File: config.mk
export PLATFORM = sky130hd
export DESIGN_NAME = argb_to_rgb565_rgba_upscale2x_core_flat
export DESIGN_NICKNAME = d
export VERILOG_FILES = /design/src/hdl/aw2x_pkg.sv /design/src/hdl/aw2x_if.sv /design/src/hdl/argb_to_rgb565_rgba_upscale2x_core.sv /design/src/hdl/aw2x_front.sv /design/src/hdl/aw2x_queue.sv /design/src/hdl/aw2x_back.sv /design/src/flat_wrapper.sv
export SDC_FILE = /design/constraint.sdc
export NUM_CORES = 1
export LEC_CHECK = 0
export ABC_AREA = 1
export BUFFER_PORTS_ARGS = -buffer_cell sky130_fd_sc_hd__buf_2
export CORE_ASPECT_RATIO = 0.9
export CORE_MARGIN = 8
export CORE_UTILIZATION = 48
export CTS_BUF_LIST = sky130_fd_sc_hd__clkbuf_4
export CTS_CLUSTER_DIAMETER = 60
export DETAILED_ROUTE_END_ITERATION = 10
export HOLD_SLACK_MARGIN = 0.02
export PLACE_DENSITY_LB_ADDON = 0.25
export SKIP_CTS_REPAIR_TIMING = 1
export SYNTH_ARGS = -nofsm -noshare
export SYNTH_HDL_FRONTEND = slang
export SYNTH_SLANG_ARGS = --single-unit
export TNS_END_PERCENT = 10
File: constraint.sdc
create_clock -name clk -period 13.35 [get_ports clk]
set_clock_uncertainty 0.2 [all_clocks]
set_input_delay 0.6675 -clock clk [delete_from_list [all_inputs] [get_ports clk]]
set_output_delay 0.6675 -clock clk [all_outputs]
set_load 0.01 [all_outputs]
File: src/hdl/aw2x_pkg.sv
package aw2x_pkg;

    // Field and port widths.
    localparam int PIX_W      = 32;
    localparam int OFF_W      = 28;
    localparam int STRIDE_W   = 16;
    localparam int SIZE_W     = 11;
    localparam int CFG_IDX_W  = 2;
    localparam int CFG_DATA_W = 16;

    // Entries in the queue between the front and the back.
    localparam int QUEUE_DEPTH = 2;

    // Register reset values.
    localparam logic [STRIDE_W-1:0] STRIDE_RESET = 16'd2560;
    localparam logic [SIZE_W-1:0]   WIDTH_RESET  = 11'd640;
    localparam logic [SIZE_W-1:0]   HEIGHT_RESET = 11'd400;

    // Destination formats.
    localparam logic FMT_RGB565   = 1'b0;
    localparam logic FMT_RGBA8888 = 1'b1;

    // Configuration register indexes.
    typedef enum logic [CFG_IDX_W-1:0] {
        REG_OUT_FORMAT = 2'd0,
        REG_ROW_STRIDE = 2'd1,
        REG_SRC_WIDTH  = 2'd2,
        REG_SRC_HEIGHT = 2'd3
    } reg_idx_t;

    // Color masks.
    localparam logic [PIX_W-1:0] MASK_R565  = 32'h0000_f800;
    localparam logic [PIX_W-1:0] MASK_G565  = 32'h0000_07e0;
    localparam logic [PIX_W-1:0] MASK_B565  = 32'h0000_001f;
    localparam logic [PIX_W-1:0] ALPHA_OPAQUE = 32'hff00_0000;
    localparam logic [PIX_W-1:0] MASK_BYTE2 = 32'h00ff_0000;
    localparam logic [PIX_W-1:0] MASK_BYTE1 = 32'h0000_ff00;
    localparam logic [PIX_W-1:0] MASK_BYTE0 = 32'h0000_00ff;

    // Live configuration seen by the datapath.
    typedef struct packed {
        logic                out_format;
        logic [STRIDE_W-1:0] row_stride;
        logic [SIZE_W-1:0]   src_width;
        logic [SIZE_W-1:0]   src_height;
    } cfg_t;

    // One classified item on its way from the front to the back.
    typedef struct packed {
        logic [PIX_W-1:0] color;
        logic [OFF_W-1:0] row_base;
        logic [OFF_W-1:0] col_off;
        logic             frame_done;
    } item_t;

    // Top bits of R, G and B packed as 5/6/5.
    function automatic logic [PIX_W-1:0] to_565(input logic [PIX_W-1:0] p);
        return ((p >> 8) & MASK_R565) | ((p >> 5) & MASK_G565) | ((p >> 3) & MASK_B565);
    endfunction

    // Swap R and B and force alpha to opaque.
    function automatic logic [PIX_W-1:0] to_rgba(input logic [PIX_W-1:0] p);
        return ALPHA_OPAQUE | ((p & MASK_BYTE2) >> 16) | (p & MASK_BYTE1)
             | ((p & MASK_BYTE0) << 16);
    endfunction

endpackage

File: src/hdl/aw2x_if.sv
// Source pixel channel.
interface aw2x_pix_if;
    logic                          valid;
    logic                          ready;
    logic [aw2x_pkg::PIX_W-1:0]    src_pixel;
    logic                          frame_start;

    modport source (output valid, output src_pixel, output frame_start, input ready);
    modport sink   (input valid, input src_pixel, input frame_start, output ready);
endinterface

// Converted pixel and destination offsets.
interface aw2x_res_if;
    logic                          valid;
    logic                          ready;
    logic [aw2x_pkg::PIX_W-1:0]    out_color;
    logic [aw2x_pkg::OFF_W-1:0]    top_offset;
    logic [aw2x_pkg::OFF_W-1:0]    bottom_offset;
    logic                          frame_done;

    modport source (output valid, output out_color, output top_offset,
                    output bottom_offset, output frame_done, input ready);
    modport sink   (input valid, input out_color, input top_offset,
                    input bottom_offset, input frame_done, output ready);
endinterface

// Configuration write channel.
interface aw2x_cfg_if;
    logic                            valid;
    logic                            ready;
    logic [aw2x_pkg::CFG_IDX_W-1:0]  index;
    logic [aw2x_pkg::CFG_DATA_W-1:0] data;

    modport source (output valid, output index, output data, input ready);
    modport sink   (input valid, input index, input data, output ready);
endinterface

File: src/hdl/argb_to_rgb565_rgba_upscale2x_core.sv
// ARGB8888 pixel converter with 2x nearest-neighbor destination addressing.
// Channels: pix carries one source pixel per item in raster order, with
// frame_start marking the first pixel of a frame. res returns one item per
// pixel: the converted color (RGB565 or RGBA8888) and the byte offsets of
// the pixel pair in destination rows 2y and 2y+1. cfg writes the format,
// row stride and source size; it is always ready, and the user is to use it
// only while idle, which the block itself does not enforce. An accepted pixel
// goes into the queue, then into the result register. Throughput is one
// item per clock while res is ready; a two-entry queue between the front's
// raster counters and the back's offset adders keeps pix ready while the
// result register waits. When the receiver stalls, the result holds, the
// queue fills, and pix.ready drops once two items are waiting behind it.
// Reset clears the raster position and all in-flight items and returns the
// registers to RGB565, stride 2560 and a 640 by 400 frame.
module argb_to_rgb565_rgba_upscale2x_core #(
    parameter int MAX_WIDTH  = 1024,
    parameter int MAX_HEIGHT = 1024
) (
    input  logic        clk,
    input  logic        rst_n,
    aw2x_pix_if.sink    pix,
    aw2x_res_if.source  res,
    aw2x_cfg_if.sink    cfg
);

    aw2x_pkg::cfg_t  cfg_reg, cfg_next;
    aw2x_pkg::item_t push_item;
    aw2x_pkg::item_t pop_item;
    logic            q_push;
    logic            q_full;
    logic            q_pop;
    logic            q_empty;

    assign cfg.ready = 1'b1;

    // Configuration register writes.
    always_comb
    begin
        cfg_next = cfg_reg;
        if (cfg.valid)
        begin
            case (aw2x_pkg::reg_idx_t'(cfg.index))
                aw2x_pkg::REG_OUT_FORMAT: cfg_next.out_format = cfg.data[0];
                aw2x_pkg::REG_ROW_STRIDE: cfg_next.row_stride = cfg.data;
                aw2x_pkg::REG_SRC_WIDTH:
                    cfg_next.src_width = cfg.data[aw2x_pkg::SIZE_W-1:0];
                aw2x_pkg::REG_SRC_HEIGHT:
                    cfg_next.src_height = cfg.data[aw2x_pkg::SIZE_W-1:0];
                default: cfg_next = cfg_reg;
            endcase
        end
    end

    always_ff @(posedge clk or negedge rst_n)
    begin
        if (!rst_n)
        begin
            cfg_reg.out_format <= aw2x_pkg::FMT_RGB565;
            cfg_reg.row_stride <= aw2x_pkg::STRIDE_RESET;
            cfg_reg.src_width  <= aw2x_pkg::WIDTH_RESET;
            cfg_reg.src_height <= aw2x_pkg::HEIGHT_RESET;
        end
        else
        begin
            cfg_reg <= cfg_next;
        end
    end

    // Front: raster tracking and color conversion.
    aw2x_front #(
        .MAX_WIDTH  (MAX_WIDTH),
        .MAX_HEIGHT (MAX_HEIGHT)
    ) u_front (
        .clk    (clk),
        .rst_n  (rst_n),
        .pix    (pix),
        .cfg    (cfg_reg),
        .q_full (q_full),
        .q_push (q_push),
        .q_item (push_item)
    );

    // Decoupling queue.
    aw2x_queue u_queue (
        .clk       (clk),
        .rst_n     (rst_n),
        .push      (q_push),
        .push_item (push_item),
        .full      (q_full),
        .pop       (q_pop),
        .pop_item  (pop_item),
        .empty     (q_empty)
    );

    // Back: offset arithmetic and result register.
    aw2x_back u_back (
        .clk     (clk),
        .rst_n   (rst_n),
        .q_empty (q_empty),
        .q_item  (pop_item),
        .q_pop   (q_pop),
        .cfg     (cfg_reg),
        .res     (res)
    );

endmodule

File: src/hdl/aw2x_front.sv
module aw2x_front #(
    parameter int MAX_WIDTH  = 1024,
    parameter int MAX_HEIGHT = 1024
) (
    input  logic                clk,
    input  logic                rst_n,
    aw2x_pix_if.sink            pix,
    input  aw2x_pkg::cfg_t      cfg,
    input  logic                q_full,
    output logic                q_push,
    output aw2x_pkg::item_t     q_item
);

    localparam int COL_W   = $clog2(MAX_WIDTH);
    localparam int ROW_W   = $clog2(MAX_HEIGHT);
    localparam int CNT_W   = (COL_W > ROW_W) ? COL_W : ROW_W;
    localparam int CMP_W   = (CNT_W + 1 > aw2x_pkg::SIZE_W) ? CNT_W + 1 : aw2x_pkg::SIZE_W;
    localparam int OFF_W   = aw2x_pkg::OFF_W;

    logic [COL_W-1:0] col_reg, col_next, col_cur;
    logic [ROW_W-1:0] row_reg, row_next, row_cur;
    logic [OFF_W-1:0] base_reg, base_next, base_cur;
    logic [CMP_W-1:0] width_lim, height_lim;
    logic [OFF_W-1:0] col_ext;
    logic             accept;
    logic             last_col;
    logic             last_row;

    assign pix.ready = !q_full;
    assign accept    = pix.valid && pix.ready;
    assign q_push    = accept;

    // Clamp the configured frame size to the supported range.
    always_comb
    begin
        if (cfg.src_width == '0)
            width_lim = CMP_W'(1);
        else if (CMP_W'(cfg.src_width) > CMP_W'(MAX_WIDTH))
            width_lim = CMP_W'(MAX_WIDTH);
        else
            width_lim = CMP_W'(cfg.src_width);

        if (cfg.src_height == '0)
            height_lim = CMP_W'(1);
        else if (CMP_W'(cfg.src_height) > CMP_W'(MAX_HEIGHT))
            height_lim = CMP_W'(MAX_HEIGHT);
        else
            height_lim = CMP_W'(cfg.src_height);
    end

    // A frame start puts this item at the first pixel.
    assign col_cur  = pix.frame_start ? '0 : col_reg;
    assign row_cur  = pix.frame_start ? '0 : row_reg;
    assign base_cur = pix.frame_start ? '0 : base_reg;

    assign last_col = (CMP_W'(col_cur) + CMP_W'(1)) >= width_lim;
    assign last_row = (CMP_W'(row_cur) + CMP_W'(1)) >= height_lim;

    // Classify the item: converted color, row base and column byte offset.
    assign col_ext = OFF_W'(col_cur);

    always_comb
    begin
        q_item.row_base   = base_cur;
        q_item.frame_done = last_col && last_row;
        if (cfg.out_format == aw2x_pkg::FMT_RGBA8888)
        begin
            q_item.color   = aw2x_pkg::to_rgba(pix.src_pixel);
            q_item.col_off = col_ext << 3;
        end
        else
        begin
            q_item.color   = aw2x_pkg::to_565(pix.src_pixel);
            q_item.col_off = col_ext << 2;
        end
    end

    // Raster position for the next item.
    always_comb
    begin
        col_next  = col_reg;
        row_next  = row_reg;
        base_next = base_reg;
        if (accept)
        begin
            if (last_col)
            begin
                col_next = '0;
                if (last_row)
                begin
                    row_next  = '0;
                    base_next = '0;
                end
                else
                begin
                    row_next  = row_cur + ROW_W'(1);
                    base_next = base_cur + (OFF_W'(cfg.row_stride) << 1);
                end
            end
            else
            begin
                col_next  = col_cur + COL_W'(1);
                row_next  = row_cur;
                base_next = base_cur;
            end
        end
    end

    always_ff @(posedge clk or negedge rst_n)
    begin
        if (!rst_n)
        begin
            col_reg  <= '0;
            row_reg  <= '0;
            base_reg <= '0;
        end
        else
        begin
            col_reg  <= col_next;
            row_reg  <= row_next;
            base_reg <= base_next;
        end
    end

endmodule

File: src/hdl/aw2x_queue.sv
module aw2x_queue (
    input  logic            clk,
    input  logic            rst_n,
    input  logic            push,
    input  aw2x_pkg::item_t push_item,
    output logic            full,
    input  logic            pop,
    output aw2x_pkg::item_t pop_item,
    output logic            empty
);

    localparam int DEPTH = aw2x_pkg::QUEUE_DEPTH;
    localparam int PTR_W = $clog2(DEPTH);

    aw2x_pkg::item_t  mem_reg [DEPTH];
    logic [PTR_W-1:0] wr_ptr_reg, wr_ptr_next;
    logic [PTR_W-1:0] rd_ptr_reg, rd_ptr_next;
    logic [PTR_W:0]   count_reg, count_next;
    logic             do_push;
    logic             do_pop;

    assign full     = count_reg == (PTR_W + 1)'(DEPTH);
    assign empty    = count_reg == '0;
    assign do_push  = push && !full;
    assign do_pop   = pop && !empty;
    assign pop_item = mem_reg[rd_ptr_reg];

    // Pointer and fill count bookkeeping.
    always_comb
    begin
        wr_ptr_next = do_push ? wr_ptr_reg + PTR_W'(1) : wr_ptr_reg;
        rd_ptr_next = do_pop ? rd_ptr_reg + PTR_W'(1) : rd_ptr_reg;
        count_next  = count_reg;
        if (do_push && !do_pop)
            count_next = count_reg + (PTR_W + 1)'(1);
        else if (do_pop && !do_push)
            count_next = count_reg - (PTR_W + 1)'(1);
    end

    always_ff @(posedge clk or negedge rst_n)
    begin
        if (!rst_n)
        begin
            wr_ptr_reg <= '0;
            rd_ptr_reg <= '0;
            count_reg  <= '0;
        end
        else
        begin
            wr_ptr_reg <= wr_ptr_next;
            rd_ptr_reg <= rd_ptr_next;
            count_reg  <= count_next;
        end
    end

    // Entry storage.
    always_ff @(posedge clk)
    begin
        if (do_push)
            mem_reg[wr_ptr_reg] <= push_item;
    end

endmodule

File: src/hdl/aw2x_back.sv
module aw2x_back (
    input  logic            clk,
    input  logic            rst_n,
    input  logic            q_empty,
    input  aw2x_pkg::item_t q_item,
    output logic            q_pop,
    input  aw2x_pkg::cfg_t  cfg,
    aw2x_res_if.source      res
);

    localparam int OFF_W = aw2x_pkg::OFF_W;

    logic                         valid_reg, valid_next;
    logic [aw2x_pkg::PIX_W-1:0]   color_reg;
    logic [OFF_W-1:0]             top_reg;
    logic [OFF_W-1:0]             bottom_reg;
    logic                         done_reg;
    logic [OFF_W-1:0]             top_sum;
    logic [OFF_W-1:0]             bottom_sum;

    // Take the next item whenever the output register is free or draining.
    assign q_pop = !q_empty && (!valid_reg || res.ready);

    // Destination offsets for rows 2y and 2y+1, wrapping at the offset width.
    assign top_sum    = q_item.row_base + q_item.col_off;
    assign bottom_sum = q_item.row_base + q_item.col_off + OFF_W'(cfg.row_stride);

    always_comb
    begin
        valid_next = valid_reg;
        if (q_pop)
            valid_next = 1'b1;
        else if (res.ready)
            valid_next = 1'b0;
    end

    always_ff @(posedge clk or negedge rst_n)
    begin
        if (!rst_n)
            valid_reg <= 1'b0;
        else
            valid_reg <= valid_next;
    end

    // Output payload register.
    always_ff @(posedge clk)
    begin
        if (q_pop)
        begin
            color_reg  <= q_item.color;
            top_reg    <= top_sum;
            bottom_reg <= bottom_sum;
            done_reg   <= q_item.frame_done;
        end
    end

    assign res.valid         = valid_reg;
    assign res.out_color     = color_reg;
    assign res.top_offset    = top_reg;
    assign res.bottom_offset = bottom_reg;
    assign res.frame_done    = done_reg;

endmodule

File: src/flat_wrapper.sv
// flat-port wrapper written by rule: the top's interface ports become plain ports
module argb_to_rgb565_rgba_upscale2x_core_flat 
#(
    parameter int MAX_WIDTH  = 1024,
    parameter int MAX_HEIGHT = 1024
)
  (clk, rst_n, pix_valid, pix_src_pixel, pix_frame_start, pix_ready, res_valid, res_out_color, res_top_offset, res_bottom_offset, res_frame_done, res_ready, cfg_valid, cfg_index, cfg_data, cfg_ready);
  aw2x_pix_if pix_i ();
  aw2x_res_if res_i ();
  aw2x_cfg_if cfg_i ();
  input  logic clk;
  input  logic rst_n;
  input wire logic [$bits(pix_i.valid)-1:0] pix_valid;
  input wire logic [$bits(pix_i.src_pixel)-1:0] pix_src_pixel;
  input wire logic [$bits(pix_i.frame_start)-1:0] pix_frame_start;
  output wire logic [$bits(pix_i.ready)-1:0] pix_ready;
  output wire logic [$bits(res_i.valid)-1:0] res_valid;
  output wire logic [$bits(res_i.out_color)-1:0] res_out_color;
  output wire logic [$bits(res_i.top_offset)-1:0] res_top_offset;
  output wire logic [$bits(res_i.bottom_offset)-1:0] res_bottom_offset;
  output wire logic [$bits(res_i.frame_done)-1:0] res_frame_done;
  input wire logic [$bits(res_i.ready)-1:0] res_ready;
  input wire logic [$bits(cfg_i.valid)-1:0] cfg_valid;
  input wire logic [$bits(cfg_i.index)-1:0] cfg_index;
  input wire logic [$bits(cfg_i.data)-1:0] cfg_data;
  output wire logic [$bits(cfg_i.ready)-1:0] cfg_ready;
  assign pix_i.valid = pix_valid;
  assign pix_i.src_pixel = pix_src_pixel;
  assign pix_i.frame_start = pix_frame_start;
  assign pix_ready = pix_i.ready;
  assign res_valid = res_i.valid;
  assign res_out_color = res_i.out_color;
  assign res_top_offset = res_i.top_offset;
  assign res_bottom_offset = res_i.bottom_offset;
  assign res_frame_done = res_i.frame_done;
  assign res_i.ready = res_ready;
  assign cfg_i.valid = cfg_valid;
  assign cfg_i.index = cfg_index;
  assign cfg_i.data = cfg_data;
  assign cfg_ready = cfg_i.ready;
  argb_to_rgb565_rgba_upscale2x_core #(.MAX_WIDTH(MAX_WIDTH), .MAX_HEIGHT(MAX_HEIGHT)) u_core (.clk(clk), .rst_n(rst_n), .pix(pix_i), .res(res_i), .cfg(cfg_i));
endmodule
==> results summary <==
The floorplan step defined a die boundary enclosing 0.03959 mm^2. The maximum clock frequency is 0.1980 GHz. Detailed routing inserted a total of 12.56k vias. The gate count after technology mapping is 1770. The total clock buffers created by CTS is 82. The number of max-capacitance violations reported is 0. The fraction of layout cells with a size suffix above 1 came out at 0.1789. The worst hold path begins at pix_src_pixel[17]. The largest net degree at the start of global routing is 71. The number of buffers added on ports came out at between 100 and 150. The number of synthesis warnings is 0. The wire length of the first global-routing pass is between 60 and 70 mm. The clock tree from TritonCTS is built. The number of enable flip-flop cells after synthesis is 212. The classification of the worst setup path is input port to flip-flop.

The area growth from synthesis to layout came out at 13.96%. The number of remaining DRC errors came out at 0. Setup violations remaining at the end of the flow were counted as 0. IR analysis of the VDD net gives a maximum drop of 0.1626 mV. The number of vias per cell after detailed routing is 5.131. STA classifies the critical path endpoint as a flip-flop. The post-synthesis sequential element count came out at a little over 300. The count of antenna-violating nets left after detailed routing came out at 0. The sum of negative setup slack came out at 0 ns. Setup repair after global routing left no endpoint under its margin. At the pin with the least slew margin, the transition time is 1.219 ns.

The number of nets in the synthesized netlist came out at about 1.9k. The signal arrival time at the worst endpoint came out at 5.40 ns. Among all flip-flop cells after synthesis, the most frequent one is edfxtp_1. The global-route congestion overflow total is 0.

The all-layer global routing usage is 0.1938. The number of design-rule violations left by the first detailed-router iteration is 857. In the layout the commonest cells are nand2_1 (521), edfxtp_1 (212), inv_1 (198), buf_2 (137), clkbuf_4 (126). The origin of the critical flop-to-flop path is u_core.u_front.col_reg[2]. In this run the clock root is driven by a clkbuf_4. The number of fillers in the final layout came out at 2986. The I/O pin total came out at 148. Measured against its own limit, the worst slew margin works out to 0.1823. The initial utilization of the core area, before any placement, comes to 0.4876.

The most frequent standard cell in the layout excluding fill and tap cells is nand2_1. The clock sink count came out at ~300. Of all nets on the critical path, the largest fanout is 52.

The mean instance size in the synthesized netlist is approximately 9.1 um^2. The count of distinct cell types in the synthesized netlist came out at 49. The final critical delay including setup and external delays is between 5 and 6 ns.

The buffer levels on the longest clock path came out at 3. The total power consumption of the routed design came out at approximately 4600 uW. The count of pins over their slew limit came out at 0. The initial antenna violation count came out at 1. Once placement finished, the instance area stood at 0.01712 mm^2. For this run, the post-layout net count is about 2.1k. For the worst setup path, the data required time is around 14 ns. The routed wirelength normalized by instance count is 15.75 um. The number of core rows is 63.

The via count of the first global-routing pass came out at 12.31k. The later-pin clock latency in the skew report is between 0.7 and 0.8 ns. STA classifies the critical path startpoint as an input port.

The final count of hold timing violations came out at 0. The flip-flop count of the largest register after layout came out at 130. The die is 189.6 um tall. The analysis attributes to cell leakage a power of 0.008465 uW. The number of detailed-routing iterations run before antenna repair is 6. The share of synthesized flip-flops with an asynchronous set or reset came out at 0.3026. Dividing the final minimum period by the clock period gives 0.3783. The final RePlAce weighted congestion is approximately 0.89. After clock tree synthesis, the clock-pin slew on the worst setup and hold paths is roughly 0.070 ns.

The final cell area excluding filler cells is 0.01831 mm^2. The number of H-tree levels is 3. For this design the ratio of total power to cell area is 250.2 mW/mm^2. The standard cell core area came out at 0.03295 mm^2. The min-delay analysis places its worst path in the category input port to flip-flop. The post-synth design cell area is about 0.016 mm^2. Tracing the worst setup path back leads to its startpoint at pix_frame_start. The sum of net half-perimeters after detailed placement came out at ~27 mm. The die width came out at approximately 210 um. The fraction of the yosys area taken by sequential cells is 0.5401. The flow ran to the end, and the final reports show no timing, DRC or antenna violations. Wires add up to 38.53 mm.
routing by layer:
metal	GRT usage	up-vias	share of wire
met2	0.3299	319	0.48
met5	0	-	0
met3	0.03652	72	0.048
met4	0.06880	0	0.024
li1	-	6279	-
met1	0.2460	5886	0.45
power by group:
group	total, uW	switching (uW)	internal, uW
clock network	825	392	434
registers	1590	102	1490
logic	2170	1460	704
worst paths after layout:
| path | depth (start not counted) | endpoint | slack (ns) |
|---|---|---|---|
| max in group asynchronous | 3 | u_core.u_queue.rd_ptr_reg | 11.43 |
| setup reg to reg | 16 | u_core.u_front.base_reg[2] | 8.39 |
| setup / recovery | 17 | u_core.u_front.base_reg[2] | 8.30 |
| hold reg to reg | 1 | u_core.u_queue.count_reg[0] | 0.28 |
| min in group asynchronous | 2 | u_core.cfg_reg[27] | 0.21 |
| hold / removal | 3 | u_core.u_queue.mem_reg[0][43] | 0.06 |
cells by family after synthesis:
group                    count (synthesis)  synth area share
buffers and inverters                  263           0.06526
flip-flops                             304            0.5401
other                                    1         0.0002334
AND/OR/NAND/NOR                        822            0.2181
XOR/XNOR                                66           0.03598
adder cells (fa/ha/maj)                 72           0.05747
AO/OA/AOI/OAI                          236           0.07881
multiplexers                             6          0.004127
cells in the mapped netlist, drive strengths merged (5+ instances only):
| cell type | instances | area, um^2 |
|---|---|---|
| a21oi | 81 | 405.4 |
| a22oi | 18 | 135.1 |
| buf | 28 | 162.7 |
| clkbuf | 27 | 102.6 |
| dfrtp | 85 | 2127 |
| dfstp | 7 | 183.9 |
| edfxtp | 212 | 6366 |
| ha | 69 | 863.3 |
| inv | 206 | 775.8 |
| mux2 | 5 | 56.30 |
| nand2 | 551 | 2176 |
| nand3 | 93 | 480.5 |
| nand4 | 16 | 100.1 |
| nor2 | 138 | 588.1 |
| nor3 | 8 | 55.05 |
| nor4 | 10 | 62.56 |
| o21ai | 121 | 609.3 |
| xnor2 | 21 | 183.9 |
| xor2 | 45 | 394.1 |
layout make-up:
class	instances	area, um^2	share of cell area
Antenna cell	1	2.502	0.0001367
Clock buffer	126	945.9	0.05166
Clock inverter	24	120.1	0.006561
Inverter	208	783.3	0.04278
Multi-Input combinational cell	1203	6370	0.3479
Sequential cell	304	8678	0.4740
Tap cell	422	528.0	0.02884
Timing Repair Buffer	159	880.8	0.04811
through the flow:
stage | hold WS, ns | setup WS, ns | instances | util
final | 0.06147 | 8.300 | 2447 | 0.5557
after global routing | 0.02054 | 7.877 | 2447 | 0.5557
after CTS | -0.3817 | 8.429 | 2434 | 0.5519
after detailed placement | 0.2653 | 7.655 | 2284 | 0.5196
after global placement | 0.2609 | 7.759 | 2284 | 0.5196
after floorplan | 0.1719 | 7.141 | 1770 | -
critical path, cell delays in order:
cell	delay (ns)
buf_2	0.09
buf_4	0.29
nor2_1	0.31
nand3_1	0.11
inv_1	0.10
nand3_1	0.11
nor4_1	0.37
nand3_1	0.16
xor2_1	0.22
ha_1	0.32
nand2_1	0.06
nor2_1	0.14
nand3_1	0.09
nand3_1	0.53
clkinv_1	1.19
a21oi_1	0.48
a22oi_1	0.11
Power figures use the tool's default switching activity.
